## src/design/csv_delimiter_marker_assert.svh

```systemverilog
// Assertion macros for the CSV delimiter marker.
`ifndef CSV_DELIMITER_MARKER_ASSERT_SVH
`define CSV_DELIMITER_MARKER_ASSERT_SVH
`ifndef SYNTH
// Antecedent implies consequent in the same cycle.
`define CDM_ASSERT_SAME(label, a, b, msg) \
	label: assert property (@(posedge clk) disable iff (!arst_n) (a) |-> (b)) else $error(msg);
// Antecedent implies consequent in the next cycle.
`define CDM_ASSERT_NEXT(label, a, b, msg) \
	label: assert property (@(posedge clk) disable iff (!arst_n) (a) |=> (b)) else $error(msg);
`else
`define CDM_ASSERT_SAME(label, a, b, msg)
`define CDM_ASSERT_NEXT(label, a, b, msg)
`endif
`endif

```

## src/design/csvdm_pkg.sv

```systemverilog
// Shared types and constants of the CSV delimiter marker.
package csvdm_pkg;

	localparam logic [7:0] CHAR_LF     = 8'h0A;
	localparam logic [7:0] CHAR_CR     = 8'h0D;
	localparam logic [7:0] DELIM_RESET = 8'h2C;
	localparam logic [7:0] QUOTE_RESET = 8'h22;

	// Configuration register indexes
	localparam int CFG_IDX_W = 2;
	localparam logic [CFG_IDX_W-1:0] REG_FIELD_DELIMITER = 2'd0;
	localparam logic [CFG_IDX_W-1:0] REG_QUOTE_BYTE      = 2'd1;

	// Result queue geometry
	localparam int Q_DEPTH = 4;
	localparam int Q_PTR_W = 2;
	localparam int Q_CNT_W = 3;

	typedef struct packed {
		logic [7:0] data_byte;
		logic       end_of_stream;
	} csvdm_in_t;

	typedef struct packed {
		logic [7:0] out_byte;
		logic       record_end;
		logic       field_end;
		logic       escape_quote;
		logic       keep_byte;
		logic       last_out;
	} csvdm_out_t;

	// Quote tracking state carried from byte to byte
	typedef struct packed {
		logic quote_parity;
		logic in_quoted_span;
		logic prior_was_escape;
	} csvdm_state_t;

	// Up to two words pushed into the result queue in one cycle
	typedef struct packed {
		logic [1:0] cnt;
		csvdm_out_t first;
		csvdm_out_t second;
	} csvdm_push_t;

endpackage

```

## src/design/csv_delimiter_marker.sv

```systemverilog
// Top level of the CSV delimiter marker.
//
// Input channel byte_*: one raw CSV byte per word with an end-of-stream flag,
// taken when byte_valid is high and byte_stall is low.
// Output channel mark_*: one marked byte per word, taken when mark_valid is
// high and mark_stall is low. Each byte is held until the next byte arrives,
// since the marks need one byte of lookahead; a word with end_of_stream set
// releases any held byte and itself, as consecutive output words.
// A released result is queued when the input word releasing it is taken and
// shows on mark_* after earlier words. One input word is taken per cycle while
// byte_stall is low; a stream end with a held byte pushes two output words.
// A four-entry result queue decouples the sides; byte_stall rises once it
// holds more than two words, so a stalled receiver backs up the input side
// without losing anything.
// Configuration: cfg_* writes field_delimiter (index 0) or quote_byte
// (index 1); other indexes are ignored. cfg_ready is always high.
// Reset: delimiter comma, quote double quote, no held byte, quote state
// cleared, result queue empty.
module csv_delimiter_marker (
	input  logic                                clk,
	input  logic                                arst_n,
	input  logic                                byte_valid,
	output logic                                byte_stall,
	input  csvdm_pkg::csvdm_in_t                byte_word,
	output logic                                mark_valid,
	input  logic                                mark_stall,
	output csvdm_pkg::csvdm_out_t               mark_word,
	input  logic                                cfg_valid,
	output logic                                cfg_ready,
	input  logic [csvdm_pkg::CFG_IDX_W-1:0]     cfg_index,
	input  logic [7:0]                          cfg_data
);
	import csvdm_pkg::*;

	logic [7:0]   field_delimiter_q, quote_byte_q;
	logic         held_valid_q;
	logic [7:0]   held_byte_q;
	csvdm_state_t st_q, st_a, st_b;
	csvdm_out_t   res_held, res_last;
	csvdm_push_t  push;
	logic         accept, q_full;

	assign cfg_ready  = 1'b1;
	assign byte_stall = q_full;
	assign accept     = byte_valid && !byte_stall;

	// Configuration registers
	always_ff @(posedge clk or negedge arst_n) begin
		if (!arst_n) begin
			field_delimiter_q <= DELIM_RESET;
			quote_byte_q      <= QUOTE_RESET;
		end else if (cfg_valid && cfg_ready) begin
			unique case (cfg_index)
				REG_FIELD_DELIMITER: field_delimiter_q <= cfg_data;
				REG_QUOTE_BYTE:      quote_byte_q      <= cfg_data;
				default: ;
			endcase
		end
	end

	// Held byte, classified with the incoming byte as lookahead
	csvdm_mark u_mark_held (
		.cur_byte        (held_byte_q),
		.next_byte       (byte_word.data_byte),
		.has_next        (1'b1),
		.last            (1'b0),
		.field_delimiter (field_delimiter_q),
		.quote_byte      (quote_byte_q),
		.st_cur          (st_q),
		.res             (res_held),
		.st_next         (st_b)
	);

	assign st_a = held_valid_q ? st_b : st_q;

	// Final byte of a stream, no lookahead
	csvdm_mark u_mark_last (
		.cur_byte        (byte_word.data_byte),
		.next_byte       (8'h00),
		.has_next        (1'b0),
		.last            (1'b1),
		.field_delimiter (field_delimiter_q),
		.quote_byte      (quote_byte_q),
		.st_cur          (st_a),
		.res             (res_last),
		.st_next         ()
	);

	// Words pushed into the result queue
	always_comb begin
		push.cnt    = 2'd0;
		push.first  = held_valid_q ? res_held : res_last;
		push.second = res_last;
		if (accept) begin
			push.cnt = 2'(held_valid_q) + 2'(byte_word.end_of_stream);
		end
	end

	// Lookahead and quote state
	always_ff @(posedge clk or negedge arst_n) begin
		if (!arst_n) begin
			held_valid_q <= 1'b0;
			st_q         <= '0;
		end else if (accept) begin
			if (byte_word.end_of_stream) begin
				held_valid_q <= 1'b0;
				st_q         <= '0;
			end else begin
				held_valid_q <= 1'b1;
				st_q         <= st_a;
			end
		end
	end

	always_ff @(posedge clk) begin
		if (accept && !byte_word.end_of_stream) begin
			held_byte_q <= byte_word.data_byte;
		end
	end

	csvdm_outq u_outq (
		.clk       (clk),
		.arst_n    (arst_n),
		.push      (push),
		.pop_stall (mark_stall),
		.out_valid (mark_valid),
		.out_word  (mark_word),
		.full      (q_full)
	);

	`include "csv_delimiter_marker_assert.svh"

	`CDM_ASSERT_NEXT(a_eos_clears, accept && byte_word.end_of_stream, !held_valid_q && st_q == '0, "stream end left state behind")
	`CDM_ASSERT_SAME(a_last_no_esc, mark_valid && mark_word.last_out, !mark_word.escape_quote, "final byte marked as escape")
	`CDM_ASSERT_NEXT(a_push_shows, accept && (held_valid_q || byte_word.end_of_stream), mark_valid, "released byte missing on output")

endmodule

```

## src/design/csvdm_mark.sv

```systemverilog
// Combinational classifier for one byte given its lookahead and quote state.
module csvdm_mark (
	input  logic [7:0]            cur_byte,
	input  logic [7:0]            next_byte,
	input  logic                  has_next,
	input  logic                  last,
	input  logic [7:0]            field_delimiter,
	input  logic [7:0]            quote_byte,
	input  csvdm_pkg::csvdm_state_t st_cur,
	output csvdm_pkg::csvdm_out_t   res,
	output csvdm_pkg::csvdm_state_t st_next
);
	import csvdm_pkg::*;

	logic is_q, next_q, start, close, esc, quoted, rec, fld, crlf;

	// Quote numbering: odd quote opens unless it follows an escaping quote, even quote escapes or closes
	always_comb begin
		is_q   = (cur_byte == quote_byte);
		next_q = has_next && (next_byte == quote_byte);
		start  = is_q && !st_cur.quote_parity && !st_cur.prior_was_escape;
		esc    = is_q && st_cur.quote_parity && next_q;
		close  = is_q && st_cur.quote_parity && !next_q;
		quoted = st_cur.in_quoted_span || start;

		st_next.quote_parity     = st_cur.quote_parity ^ is_q;
		st_next.in_quoted_span   = (st_cur.in_quoted_span || start) && !close;
		st_next.prior_was_escape = esc;
	end

	// Delimiter, record and keep marks
	always_comb begin
		rec  = (cur_byte == CHAR_LF) && !quoted;
		fld  = ((cur_byte == field_delimiter) && !quoted) || rec;
		crlf = (cur_byte == CHAR_CR) && has_next && (next_byte == CHAR_LF);

		res.out_byte     = cur_byte;
		res.record_end   = rec;
		res.field_end    = fld;
		res.escape_quote = esc;
		res.keep_byte    = !(crlf || start || close);
		res.last_out     = last;
	end

endmodule

```

## src/design/csvdm_outq.sv

```systemverilog
// Small result queue taking up to two words per cycle and giving one per cycle while pop_stall is low.
module csvdm_outq (
	input  logic                   clk,
	input  logic                   arst_n,
	input  csvdm_pkg::csvdm_push_t push,
	input  logic                   pop_stall,
	output logic                   out_valid,
	output csvdm_pkg::csvdm_out_t  out_word,
	output logic                   full
);
	import csvdm_pkg::*;

	csvdm_out_t           mem_q [Q_DEPTH];
	logic [Q_PTR_W-1:0]   wr_ptr_q, rd_ptr_q;
	logic [Q_CNT_W-1:0]   cnt_q;
	logic                 pop;

	assign out_valid = (cnt_q != '0);
	assign out_word  = mem_q[rd_ptr_q];
	assign pop       = out_valid && !pop_stall;
	// Room must remain for a two-word push
	assign full      = (cnt_q > Q_CNT_W'(Q_DEPTH - 2));

	// Storage
	always_ff @(posedge clk) begin
		if (push.cnt != 2'd0) begin
			mem_q[wr_ptr_q] <= push.first;
		end
		if (push.cnt == 2'd2) begin
			mem_q[wr_ptr_q + Q_PTR_W'(1)] <= push.second;
		end
	end

	// Pointers and fill count
	always_ff @(posedge clk or negedge arst_n) begin
		if (!arst_n) begin
			wr_ptr_q <= '0;
			rd_ptr_q <= '0;
			cnt_q    <= '0;
		end else begin
			wr_ptr_q <= wr_ptr_q + Q_PTR_W'(push.cnt);
			if (pop) begin
				rd_ptr_q <= rd_ptr_q + Q_PTR_W'(1);
			end
			cnt_q <= cnt_q + Q_CNT_W'(push.cnt) - Q_CNT_W'(pop);
		end
	end

endmodule

```

## config.mk

```make
export PLATFORM = sky130hd
export DESIGN_NAME = csv_delimiter_marker
export DESIGN_NICKNAME = d
export VERILOG_FILES = /design/src/design/csvdm_pkg.sv /design/src/design/csv_delimiter_marker.sv /design/src/design/csvdm_mark.sv /design/src/design/csvdm_outq.sv
export VERILOG_INCLUDE_DIRS = /design/src /design/src/design
export SDC_FILE = /design/constraint.sdc
export NUM_CORES = 1
export LEC_CHECK = 0
export ABC_AREA = 1
export BUFFER_PORTS_ARGS = -buffer_cell sky130_fd_sc_hd__buf_4
export CORE_UTILIZATION = 60
export DETAILED_ROUTE_END_ITERATION = 12
export PLACE_DENSITY_LB_ADDON = 0.15
export SLEW_MARGIN = 30
export SYNTH_ARGS = -nofsm -noshare
export SYNTH_HDL_FRONTEND = slang
export SYNTH_HIERARCHICAL = 1
export SYNTH_SLANG_ARGS = --single-unit
```

## constraint.sdc

```tcl
create_clock -name clk -period 3.25 [get_ports clk]
set_input_delay 0 -clock clk [delete_from_list [all_inputs] [get_ports clk]]
set_output_delay 0 -clock clk [all_outputs]
set_load 0.1 [all_outputs]
```

==> Word level (Yosys, flattened, before mapping) <==
Memory sizes are Yosys's and may differ from the RTL's.
Index checks and enable logic that the tools add are counted.
{ "op_classes": {"eq_ne": 9, "n_reduce_logical": 42, "muxes": 9, "addsub": 6, "bitwise_logic": 1, "n_lt_le_gt_ge": 1} }
{ "op_table": {"columns": ["op", "n"], "rows": [
  ["$eq A8 B8 Y1", 4],
  ["$eq A8 B4 Y1 const B", 3],
  ["$logic_and A1 B1 Y1", 17],
  ["$logic_not A1 Y1", 13],
  ["$mux W13", 1],
  ["$logic_or A1 B1 Y1", 7],
  ["$mux W3", 2],
  ["$mux W1", 5],
  ["$add A2 B1 Y2 const B", 2],
  ["$reduce_and A2 Y1", 2],
  ["$add A3 B2 Y3", 1],
  ["$gt A3 B2 Y1 const B", 1],
  ["$reduce_bool A3 Y1", 1],
  ["$sub A3 B1 Y3", 1],
  ["$add A1 B1 Y2", 1],
  ["$add A2 B2 Y2", 1],
  ["$eq A2 B1 Y1 const B", 1],
  ["$eq A2 B2 Y1 const B", 1],
  ["$logic_not A2 Y1", 1],
  ["$mux W2", 1],
  ["$reduce_bool A2 Y1", 1],
  ["$xor A1 B1 Y1", 1]
]} }
{ "word_totals": {"register_bits": 35, "mem_count": 1, "input_bits": 24, "output_inout_bits": 16, "ramBits": 52} }
{ "mem_list": {"columns": ["name", "depth", "word_bits", "rd", "rd_clocked_by_memory_dff", "write_ports", "line", "source"], "rows": [
  ["u_outq.mem_q", 4, 13, 1, 0, 2, "csvdm_outq.sv:13", "csvdm_out_t mem_q [Q_DEPTH];"]
]} }

==> Logic depth before layout (Yosys ltp) <==
Gate-level depths: netlist of run 1.
{ "logic_depth": {"ltp_word": 14, "ltp_mapped": 22, "mapped_depth_nobuf": 20} }

==> Modules after synthesis <==
Netlist of run 1, hierarchy kept.
{ "by_module_without_submodules": {"columns": ["module", "instances", "area_per_inst_um2", "cells_each"], "rows": [
  ["csvdm_outq", 1, 3239.4, 401],
  ["csv_delimiter_marker", 1, 1336.3, 156],
  ["csvdm_mark", 2, 621.8, 123]
]} }

==> Least setup slack after synthesis of run 1 <==
Ideal clock, no wire load.
{ "synth_timing": {"path_type": "register to register", "from": "register u_outq.cnt_q[2]", "to": "memory u_outq/mem_q[3][0] (netlist name), enable pin", "synth_period_minus_slack_ns": 3.464, "path_buffers": 1, "stages_incl_launch_ff": 12, "path_slack_ns": -0.214, "arrival_time_ns": 3.080, "required_time_ns": 2.866, "cell_sequence": "dfrtp_1 nor2_1 nor2_1 inv_1 nand2_1 nor2_1 inv_1 nand2_2 inv_2 nand2_2 buf_6 o21ai_1"} }
{ "synth_lines": {"columns": ["element", "line", "source"], "rows": [
  ["start: declaration", "csvdm_outq.sv:15", "logic [Q_CNT_W-1:0] cnt_q;"],
  ["start signal: assignment", "csvdm_outq.sv:45", "cnt_q <= cnt_q + Q_CNT_W'(push.cnt) - Q_CNT_W'(pop);"],
  ["end: declaration", "csvdm_outq.sv:13", null]
]} }

==> results.toml, run 1 <==
[status]
status = "completed"

[sta]
tightest_slew_ns = 0.890
timing.fmax_mhz = 336
tns_ns = 0
skew_ns = 0.0125
min_period_over_period_pct = 91.6
setup_viol = 0
max-slew-margin-rel_pct = 40.5
slew_viol_final = 0
worst_hold_slack_ns = 0.0371
rsz0062_at_grt = "false"
fin_crit_ns = 2.98
hold_viol_final = 0

[cts]
clk_pin_slew_ns = 0.09
cts_tree = "done"
postCtsSetupBuffers = 0
clock_path_buffers = 2
cts_made_buffers = 9
clock_latency_ns = 0.37
post_cts_resized = 0
clockRootBuffer = "clkbuf_8"
clock-sinks = 87
hold_buffers = 27
cts_max_level = 3

[synth]
yosysWarnings = 6
synth.cell_area_sq_um = 5800
syn_inst = 800
avgSynthCellArea_sq_um = 7.25

[placed_design]
gp_congestion = 0.920
placedCellCount = 950
io_buffers = 38
placed_area_sq_um = 6060
hpwlAfterDp_microns = 9820

[setup_path]
path_class = "reg -> reg"
crit_path_end_kind = "flop"
crit_top_cell = "nand2_1"
start_kind = "flop"
slowest_stage = "dfstp_2"
worstPathCellList = "xnor2_1 > nand4_1 > nor2_1 > ha_1 > inv_1 > nand2_1 > nand2_1 > inv_1 > ha_1 > nand2_1 > nand2_1 > inv_1 > nand4_1 > o21ai_0 > nand2_1 > nand2_1 > nand2_1 > nand2_1"
r2r_end = "u_outq/mem_q[3][3]"
worst_path_largest_cell_delay_ns = 0.62
reg2reg_from = "quote_byte_q[5]"
cp_max_fo = 7
reg2regPathDepth = 18
worstPathRequired_ns = 3.48
r2r_slack_ns = 0.27
cp.arrival_ns = 3.21

[final_layout]
multi_input_area_sq_um = 2700
fill_cells = 756
diodes = 0
areaGrowthSynthToFinish_pct = 13.0
drive_gt1_share_pct = 11.1
seqCellArea_sq_um = 2480
fin_area_sq_um = 6560
nNetsFinal = 893
fin_cells = 993

[power]
peakVddDrop_mv = 0.699
power_density_nw_per_um2 = 814
switching_share_pct = 51.3
leakage_nw = 3.24
pwr-share-comb_pct = 52.8
switchingPower_w = 0.00274
seq_power_share_pct = 31.3
p_int_w = 0.00260
finalPower_w = 0.00533
power_frac_clock_pct = 16.0

[drt]
remaining_drc_errors = 0
postRouteAntennaNets = 0
drt-wirelength-per-cell_microns = 14.8
dr.pass1.iters = 6
wl_microns = 14700
via_per_inst = 5.25
via_count = 5209
drtIter0Drc = 390

[grt]
grt_pass1_vias = 4890
grt_max_degree = 40
antenna_found_initial = 0
track_usage_pct = 30.6
overflow = 0
grt_pass1_wl_microns = 23300

[die]
die-area_sq_um = 10100
ios = 40
rows = 35
core_area_sq_um = 9280
die_x_microns = 100
start_util_pct = 62.5
die_y_microns = 100

[min_path]
hold_depth = 4
hold_start = "byte_valid"
min_to = "st_q[1]"
min_path_type = "in -> reg"

[run]
max-cap-violations = 0
==> flip-flops by register name, summed over array words and instances, names as in the netlist <==
signal and cells:
u_outq/rd_ptr_q 2, u_outq/cnt_q 3, st_q 3, u_outq/wr_ptr_q 2
held_byte_q 8, field_delimiter_q 8, quote_byte_q 8, u_outq/mem_q 52
held_valid_q 1
==> worst max-delay path: cells and delay by family (launching register included) <==
kind            cells  cell delay, ns
simple gates       11            1.09
fa+ha+maj           2            0.43
buf+inv             3            0.15
flops               1            0.62
compound gates      1            0.41
xor+xnor            1            0.15
==> power groups by stage <==
stage / clock [W] / sequential, W / combinational (W)
floorplan: 0 / 0.00162 / 0.00222
global placement: 0 / 0.00167 / 0.00269
detailed placement: 0 / 0.00169 / 0.00276
CTS: 0.000855 / 0.00166 / 0.00279
global route: 0.000890 / 0.00169 / 0.00304
finish: 0.000852 / 0.00167 / 0.00281
==> worst max-delay path by stage <==
stage | end | depth (start not counted) | slack, ns | from
after global routing | u_outq/mem_q[1][3] | 18 | 0.03 | quote_byte_q[1]
after floorplan | u_outq/mem_q[3][0] | 11 | 0.28 | u_outq/cnt_q[2]
after global placement | u_outq/mem_q[1][3] | 18 | 0.46 | quote_byte_q[5]
final | u_outq/mem_q[3][3] | 18 | 0.27 | quote_byte_q[5]
after detailed placement | u_outq/mem_q[3][3] | 18 | 0.32 | quote_byte_q[5]
after CTS | u_outq/mem_q[3][3] | 18 | 0.31 | quote_byte_q[5]
==> final cells by class <==
class | count | share of cell area, %
clock buffer | 9 | 1.89
clock inverter | 7 | 1.47
inverter | 98 | 5.61
multi-input combinational | 589 | 41.2
sequential | 87 | 37.9
tap | 129 | 2.46
timing repair buffer | 74 | 9.51
==> per-layer routing <==
metal	routed length (microns)	track usage, %	vias to the layer above
li1	-	-	2560
met1	5680	37.5	2339
met2	7410	53.9	258
met3	1150	4.46	52
met4	469	12.7	0
met5	0	0	-
==> metrics by stage <==
step	setup slack [ns]	util (%)
2_1_floorplan	0.279	-
3_3_place_gp	0.458	65.3
3_5_place_dp	0.325	65.3
4_1_cts	0.307	70.6
5_1_grt	0.0307	70.6
6_report	0.272	70.6
==> layout by cell type, fill, tap and decap left out <==
cell type        n
dfstp_2          5
ha_1             9
nor2_4           3
nand3b_1         1
clkinv_4         1
or2_2            5
nor3_1           2
clkinvlp_4       1
nand2_2          5
dfrtp_1         22
edfxtp_1        60
xor2_1           8
inv_1           93
buf_4           47
clkinvlp_2       1
conb_1          26
o21ai_1          3
dlygate4sd3_1   27
nand3_1         56
clkbuf_8         9
nand2_1        323
fa_1             1
a21oi_1          7
nand4_1         15
xnor2_1         16
bufinv_16        2
clkinv_1         2
nor2_2           3
nor2_1          67
inv_8            1
nand3_4          1
inv_2            4
o21ai_0         30
o21ai_2          8
No activity file was read; power rests on OpenSTA's default activity.
==> run 2, diff against run 1 <==
--- a/config.mk
+++ b/config.mk
@@ -6,7 +6,7 @@
 export SDC_FILE = /design/constraint.sdc
 export NUM_CORES = 1
 export LEC_CHECK = 0
-export ABC_AREA = 1
+export ABC_AREA = 0
 export BUFFER_PORTS_ARGS = -buffer_cell sky130_fd_sc_hd__buf_4
 export CORE_UTILIZATION = 60
 export DETAILED_ROUTE_END_ITERATION = 12
==> results.toml, run 2 <==
[final_layout]
fin_util_pct = 71.2
largest_register_ffs = 52
diodes = 0
mostFrequentLayoutCell = "mux2_2"
drive_gt1_share_pct = 39.5
top_register = "u_outq/mem_q"
fill_cells = 586
areaGrowthSynthToFinish_pct = 12.7
final_cell_mix = "mux2_2 (64), edfxtp_1 (60), buf_4 (49)"
nNetsFinal = 477

[drt]
drt-wirelength-per-cell_microns = 19.7
drtIter0Drc = 157
dr.pass1.iters = 4
wl_microns = 10900
via_per_inst = 5.66
via_count = 3132
postRouteAntennaNets = 0
remaining_drc_errors = 0

[setup_path]
cp_max_fo = 5
reg2regPathDepth = 13
r2r_end = "u_outq/mem_q[1][3]"
path_class = "reg -> reg"
slowest_stage = "dfstp_2"
worstPathRequired_ns = 3.48
start_kind = "flop"
reg2reg_from = "quote_byte_q[5]"
worstPathCellList = "xnor2_1 > nand4_1 > nor2_1 > ha_1 > inv_1 > a21o_1 > inv_1 > ha_1 > a21oi_1 > nand3_1 > o21ai_1 > mux2_2 > mux2_2"
r2r_slack_ns = 0.38
cp.arrival_ns = 3.09
worst_path_largest_cell_delay_ns = 0.60
crit_path_end_kind = "flop"
startpoint = "quote_byte_q[5]"

[sta]
rsz0062_at_grt = "false"
timing.fmax_mhz = 349
skew_ns = 0.00885
tightest_slew_ns = 0.721
min_period_over_period_pct = 88.2
hold_viol_final = 0
fin_crit_ns = 2.87
slew_viol_final = 0
tns_ns = 0
max-slew-margin-rel_pct = 51.9
setup_viol = 0

[power]
power_density_nw_per_um2 = 774
power_frac_clock_pct = 16.5
seq_power_share_pct = 36.6
pwr-share-comb_pct = 46.9
peakVddDrop_mv = 0.439
leakage_nw = 2.28
p_int_w = 0.00259
switchingPower_w = 0.00203
switching_share_pct = 43.9

[grt]
grt_pass1_wl_microns = 17500
grt_max_degree = 28
antenna_found_initial = 0
grt_pass1_vias = 3279
track_usage_pct = 26.7
overflow = 0

[die]
die_y_microns = 95.9
core_area_sq_um = 8380
rows = 33
start_util_pct = 63.2
die_x_microns = 95.9
die-area_sq_um = 9200
ios = 40

[cts]
clock_path_buffers = 2
clock-sinks = 87
cts_max_level = 3
clk_pin_slew_ns = 0.09
clockRootBuffer = "clkbuf_8"
clock_latency_ns = 0.36
cts_tree = "done"
postCtsSetupBuffers = 0
cts_made_buffers = 9

[status]
status = "completed"

[synth]
avgSynthCellArea_sq_um = 13.9
syn_inst = 380
yosysWarnings = 6
synth.cell_area_sq_um = 5300

[run]
max-cap-violations = 0

[min_path]
hold_start = "byte_valid"
min_to = "held_valid_q"
hold_depth = 3
min_path_type = "in -> reg"

[placed_design]
gp_congestion = 0.832
io_buffers = 38
hpwlAfterDp_microns = 7280
==> run 2: how the worst max path moves through the flow <==
| stage | endpoint | slack [ns] | cells past startpoint |
|---|---|---|---|
| 5_1_grt | u_outq/mem_q[0][4] | 0.13 | 13 |
| 4_1_cts | u_outq/mem_q[0][3] | 0.28 | 13 |
| 2_1_floorplan | u_outq/mem_q[0][0] | 0.20 | 5 |
| 6_report | u_outq/mem_q[1][3] | 0.38 | 13 |
| 3_5_place_dp | u_outq/mem_q[0][3] | 0.30 | 13 |
| 3_3_place_gp | u_outq/mem_q[0][3] | 0.42 | 13 |
==> run 2: worst max-delay path, delay by kind of cell (launching register included) <==
family | cells | cell delay, ns
AO/OA/AOI/OAI | 3 | 0.63
XOR/XNOR | 1 | 0.14
adder cells (fa/ha/maj) | 2 | 0.46
buffers and inverters | 2 | 0.12
flip-flops | 1 | 0.60
multiplexers | 2 | 0.42
AND/OR/NAND/NOR | 3 | 0.38
==> run 2: what timing repair did <==
action | 4_1_cts | 5_1_grt
gates resized for setup | 0 | 1
hold endpoints to repair | 54 | 0
hold buffers | 20 | 0
endpoints found under the setup margin | 0 | 4
==> run 2: per-stage QoR <==
stage | power (W) | std cells | hold WS (ns) | setup WS [ns] | area [sq um]
2_1_floorplan | 0.00344 | 401 | -0.296 | 0.204 | 5370
3_5_place_dp | 0.00386 | 517 | -0.0578 | 0.299 | 5570
6_report | 0.00462 | 553 | 0.0356 | 0.385 | 5970
5_1_grt | 0.00484 | 553 | 0.0394 | 0.128 | 5970
4_1_cts | 0.00464 | 553 | 0.00461 | 0.277 | 5970
3_3_place_gp | 0.00382 | 517 | -0.0640 | 0.422 | 5570
==> run 2: final cells by class <==
cell class	count	area (sq um)	share of cell area, %
Inverter	14	52.6	0.880
Clock buffer	10	128	2.14
Multi-Input combinational cell	262	2530	42.5
Tap cell	105	131	2.20
Sequential cell	87	2480	41.6
Timing Repair Buffer	69	568	9.52
Clock inverter	6	70.1	1.17
==> run 2: layer usage <==
metal	global-route usage [%]	wire, microns	up-vias
met2	45.0	5450	95
met1	34.9	4630	1539
met5	0	0	-
li1	-	-	1480
met4	8.08	162	0
met3	5.37	648	18
==> run 2: power by group through the flow <==
stage               registers [W]  logic, W  clock network, W
finish                    0.00169   0.00217          0.000765
global route              0.00173   0.00229          0.000820
CTS                       0.00170   0.00217          0.000768
detailed placement        0.00172   0.00213                 0
global placement          0.00171   0.00211                 0
floorplan                 0.00157   0.00186                 0
==> run 3, diff against run 2 <==
--- a/config.mk
+++ b/config.mk
@@ -7,9 +7,9 @@
 export NUM_CORES = 1
 export LEC_CHECK = 0
 export ABC_AREA = 0
-export BUFFER_PORTS_ARGS = -buffer_cell sky130_fd_sc_hd__buf_4
 export CORE_UTILIZATION = 60
 export DETAILED_ROUTE_END_ITERATION = 12
+export DONT_BUFFER_PORTS = 1
 export PLACE_DENSITY_LB_ADDON = 0.15
 export SLEW_MARGIN = 30
 export SYNTH_ARGS = -nofsm -noshare
==> constraint.sdc (replaced) <==
create_clock -name clk -period 3.25 [get_ports clk]
set_input_delay 0.1625 -clock clk [delete_from_list [all_inputs] [get_ports clk]]
set_output_delay 0.1625 -clock clk [all_outputs]
set_load 0.1 [all_outputs]
==> results.toml, run 3 (synthesis results as in run 2) <==
[status]
status = "completed"

[sta]
tns_ns = 0
rsz0062_at_grt = "false"
min_period_over_period_pct = 87.7
timing.fmax_mhz = 351
slew_viol_final = 0
worst_hold_slack_ns = 0.0145
max-slew-margin-rel_pct = 38.3
fin_crit_ns = 2.85
setup_viol = 0
skew_ns = 0.00852
hold_viol_final = 0
tightest_slew_ns = 0.923

[setup_path]
crit_buf_inv = 2
crit_family = "simple AND/OR/NAND/NOR gates"
crit_path_end_kind = "flop"
cp_num_cells = 13
cp.arrival_ns = 3.08
startpoint = "quote_byte_q[5]"
cp_max_fo = 5
reg2regPathDepth = 13
slowest_stage = "dfstp_2"
r2r_end = "u_outq/mem_q[0][4]"
reg2reg_from = "quote_byte_q[5]"
start_kind = "flop"
worst_path_largest_cell_delay_ns = 0.60
path_class = "reg -> reg"
worstPathRequired_ns = 3.48
worstPathCellList = "xnor2_1 > nand4_1 > nor2_1 > ha_1 > inv_1 > nor2_1 > mux2_2 > inv_1 > a21oi_1 > nand3_1 > nor2_1 > mux2_2 > mux2_2"
r2r_slack_ns = 0.40
crit_end = "u_outq/mem_q[0][4]"

[final_layout]
fin_cells = 517
mostFrequentLayoutCell = "mux2_2"
nNetsFinal = 441
top_register = "u_outq/mem_q"
areaGrowthSynthToFinish_pct = 7.75
diodes = 0
final_cell_mix = "mux2_2 (64), edfxtp_1 (60), xor2_1 (30)"
fin_util_pct = 68.1
largest_register_ffs = 52
drive_gt1_share_pct = 34.0

[placed_design]
io_buffers = 0
gp_congestion = 0.881
placedCellCount = 481
hpwlAfterDp_microns = 7220

[die]
core_area_sq_um = 8380
ios = 40
die_y_microns = 95.9
rows = 33
start_util_pct = 63.2
die-area_sq_um = 9200
die_x_microns = 95.9

[cts]
cts_made_buffers = 9
clock_latency_ns = 0.36
cts_max_level = 3
clockRootBuffer = "clkbuf_8"
cts_tree = "done"
post_cts_resized = 0
clock-sinks = 87
clk_pin_slew_ns = 0.09
clock_path_buffers = 2

[power]
peakVddDrop_mv = 0.336
leakage_nw = 2.11
finalPower_w = 0.00442
power_density_nw_per_um2 = 774

[drt]
drt-wirelength-per-cell_microns = 20.1
via_per_inst = 5.79
wl_microns = 10400
postRouteAntennaNets = 0
via_count = 2994
remaining_drc_errors = 0
dr.pass1.iters = 4
drtIter0Drc = 117

[grt]
grt_max_degree = 28
track_usage_pct = 25.0
grt_pass1_vias = 2984
grt_pass1_wl_microns = 16200
overflow = 0
antenna_found_initial = 0

[min_path]
min_path_type = "in -> reg"

[run]
max-cap-violations = 0
## run 3: cell count changes in the layout (fill, tap and decap cells not counted), sizes merged
cell / previous run / this run
buf: 49 / 14
dlygate4sd3: 20 / 19
## run 3: timing repair
item,CTS,global route
setup buffers,0,0
hold buffers,20,0
hold endpoints to repair,53,0
## run 3: worst register-to-register path: stages (launching register included)
cell and delay [ns]:
dfstp_2 0.60, xnor2_1 0.13, nand4_1 0.10, nor2_1 0.17, ha_1 0.24, inv_1 0.06
nor2_1 0.23, mux2_2 0.20, inv_1 0.06, a21oi_1 0.18, nand3_1 0.11, nor2_1 0.23
mux2_2 0.24, mux2_2 0.16
## run 3: layout make-up
cell class | count | area, sq um
Clock buffer | 10 | 128
Clock inverter | 6 | 70.1
Fill cell | 585 | 2680
Inverter | 14 | 52.6
Multi-Input combinational cell | 262 | 2530
Sequential cell | 87 | 2480
Tap cell | 105 | 131
Timing Repair Buffer | 33 | 308
## run 3: routing by layer
layer  global-route usage, %  wire, microns  vias up
met5                       0              0        -
met4                    8.58            171        0
met3                    4.98            592       15
met2                    42.9           5430       89
met1                    31.5           4220     1476
li1                        -              -     1414
## run 3: power by group
part | switching (W) | leakage, nW | internal, W
registers | 0.000204 | 0.858 | 0.00144
clock network | 0.000402 | 0.0944 | 0.000361
logic | 0.00135 | 1.16 | 0.000660
total | 0.00196 | 2.11 | 0.00246
## run 3: per-stage QoR
stage | worst slack, ns | area [sq um]
final | 0.400 | 5710
after global routing | 0.235 | 5710
after CTS | 0.430 | 5710
after detailed placement | 0.456 | 5300
after global placement | 0.542 | 5300
after floorplan | 0.204 | 5370
## run 3: how the worst min path moves through the flow
stage,to,from,slack [ns],cells past startpoint
after detailed placement,u_outq/cnt_q[0],arst_n,-0.13,0
final,u_outq/mem_q[2][11],byte_word[7],0.01,1
after global placement,u_outq/cnt_q[0],arst_n,-0.13,0
after CTS,u_outq/mem_q[2][12],byte_word[8],0.0002,1
after floorplan,field_delimiter_q[0],arst_n,-0.13,0
after global routing,u_outq/mem_q[2][8],byte_word[4],0.001,1
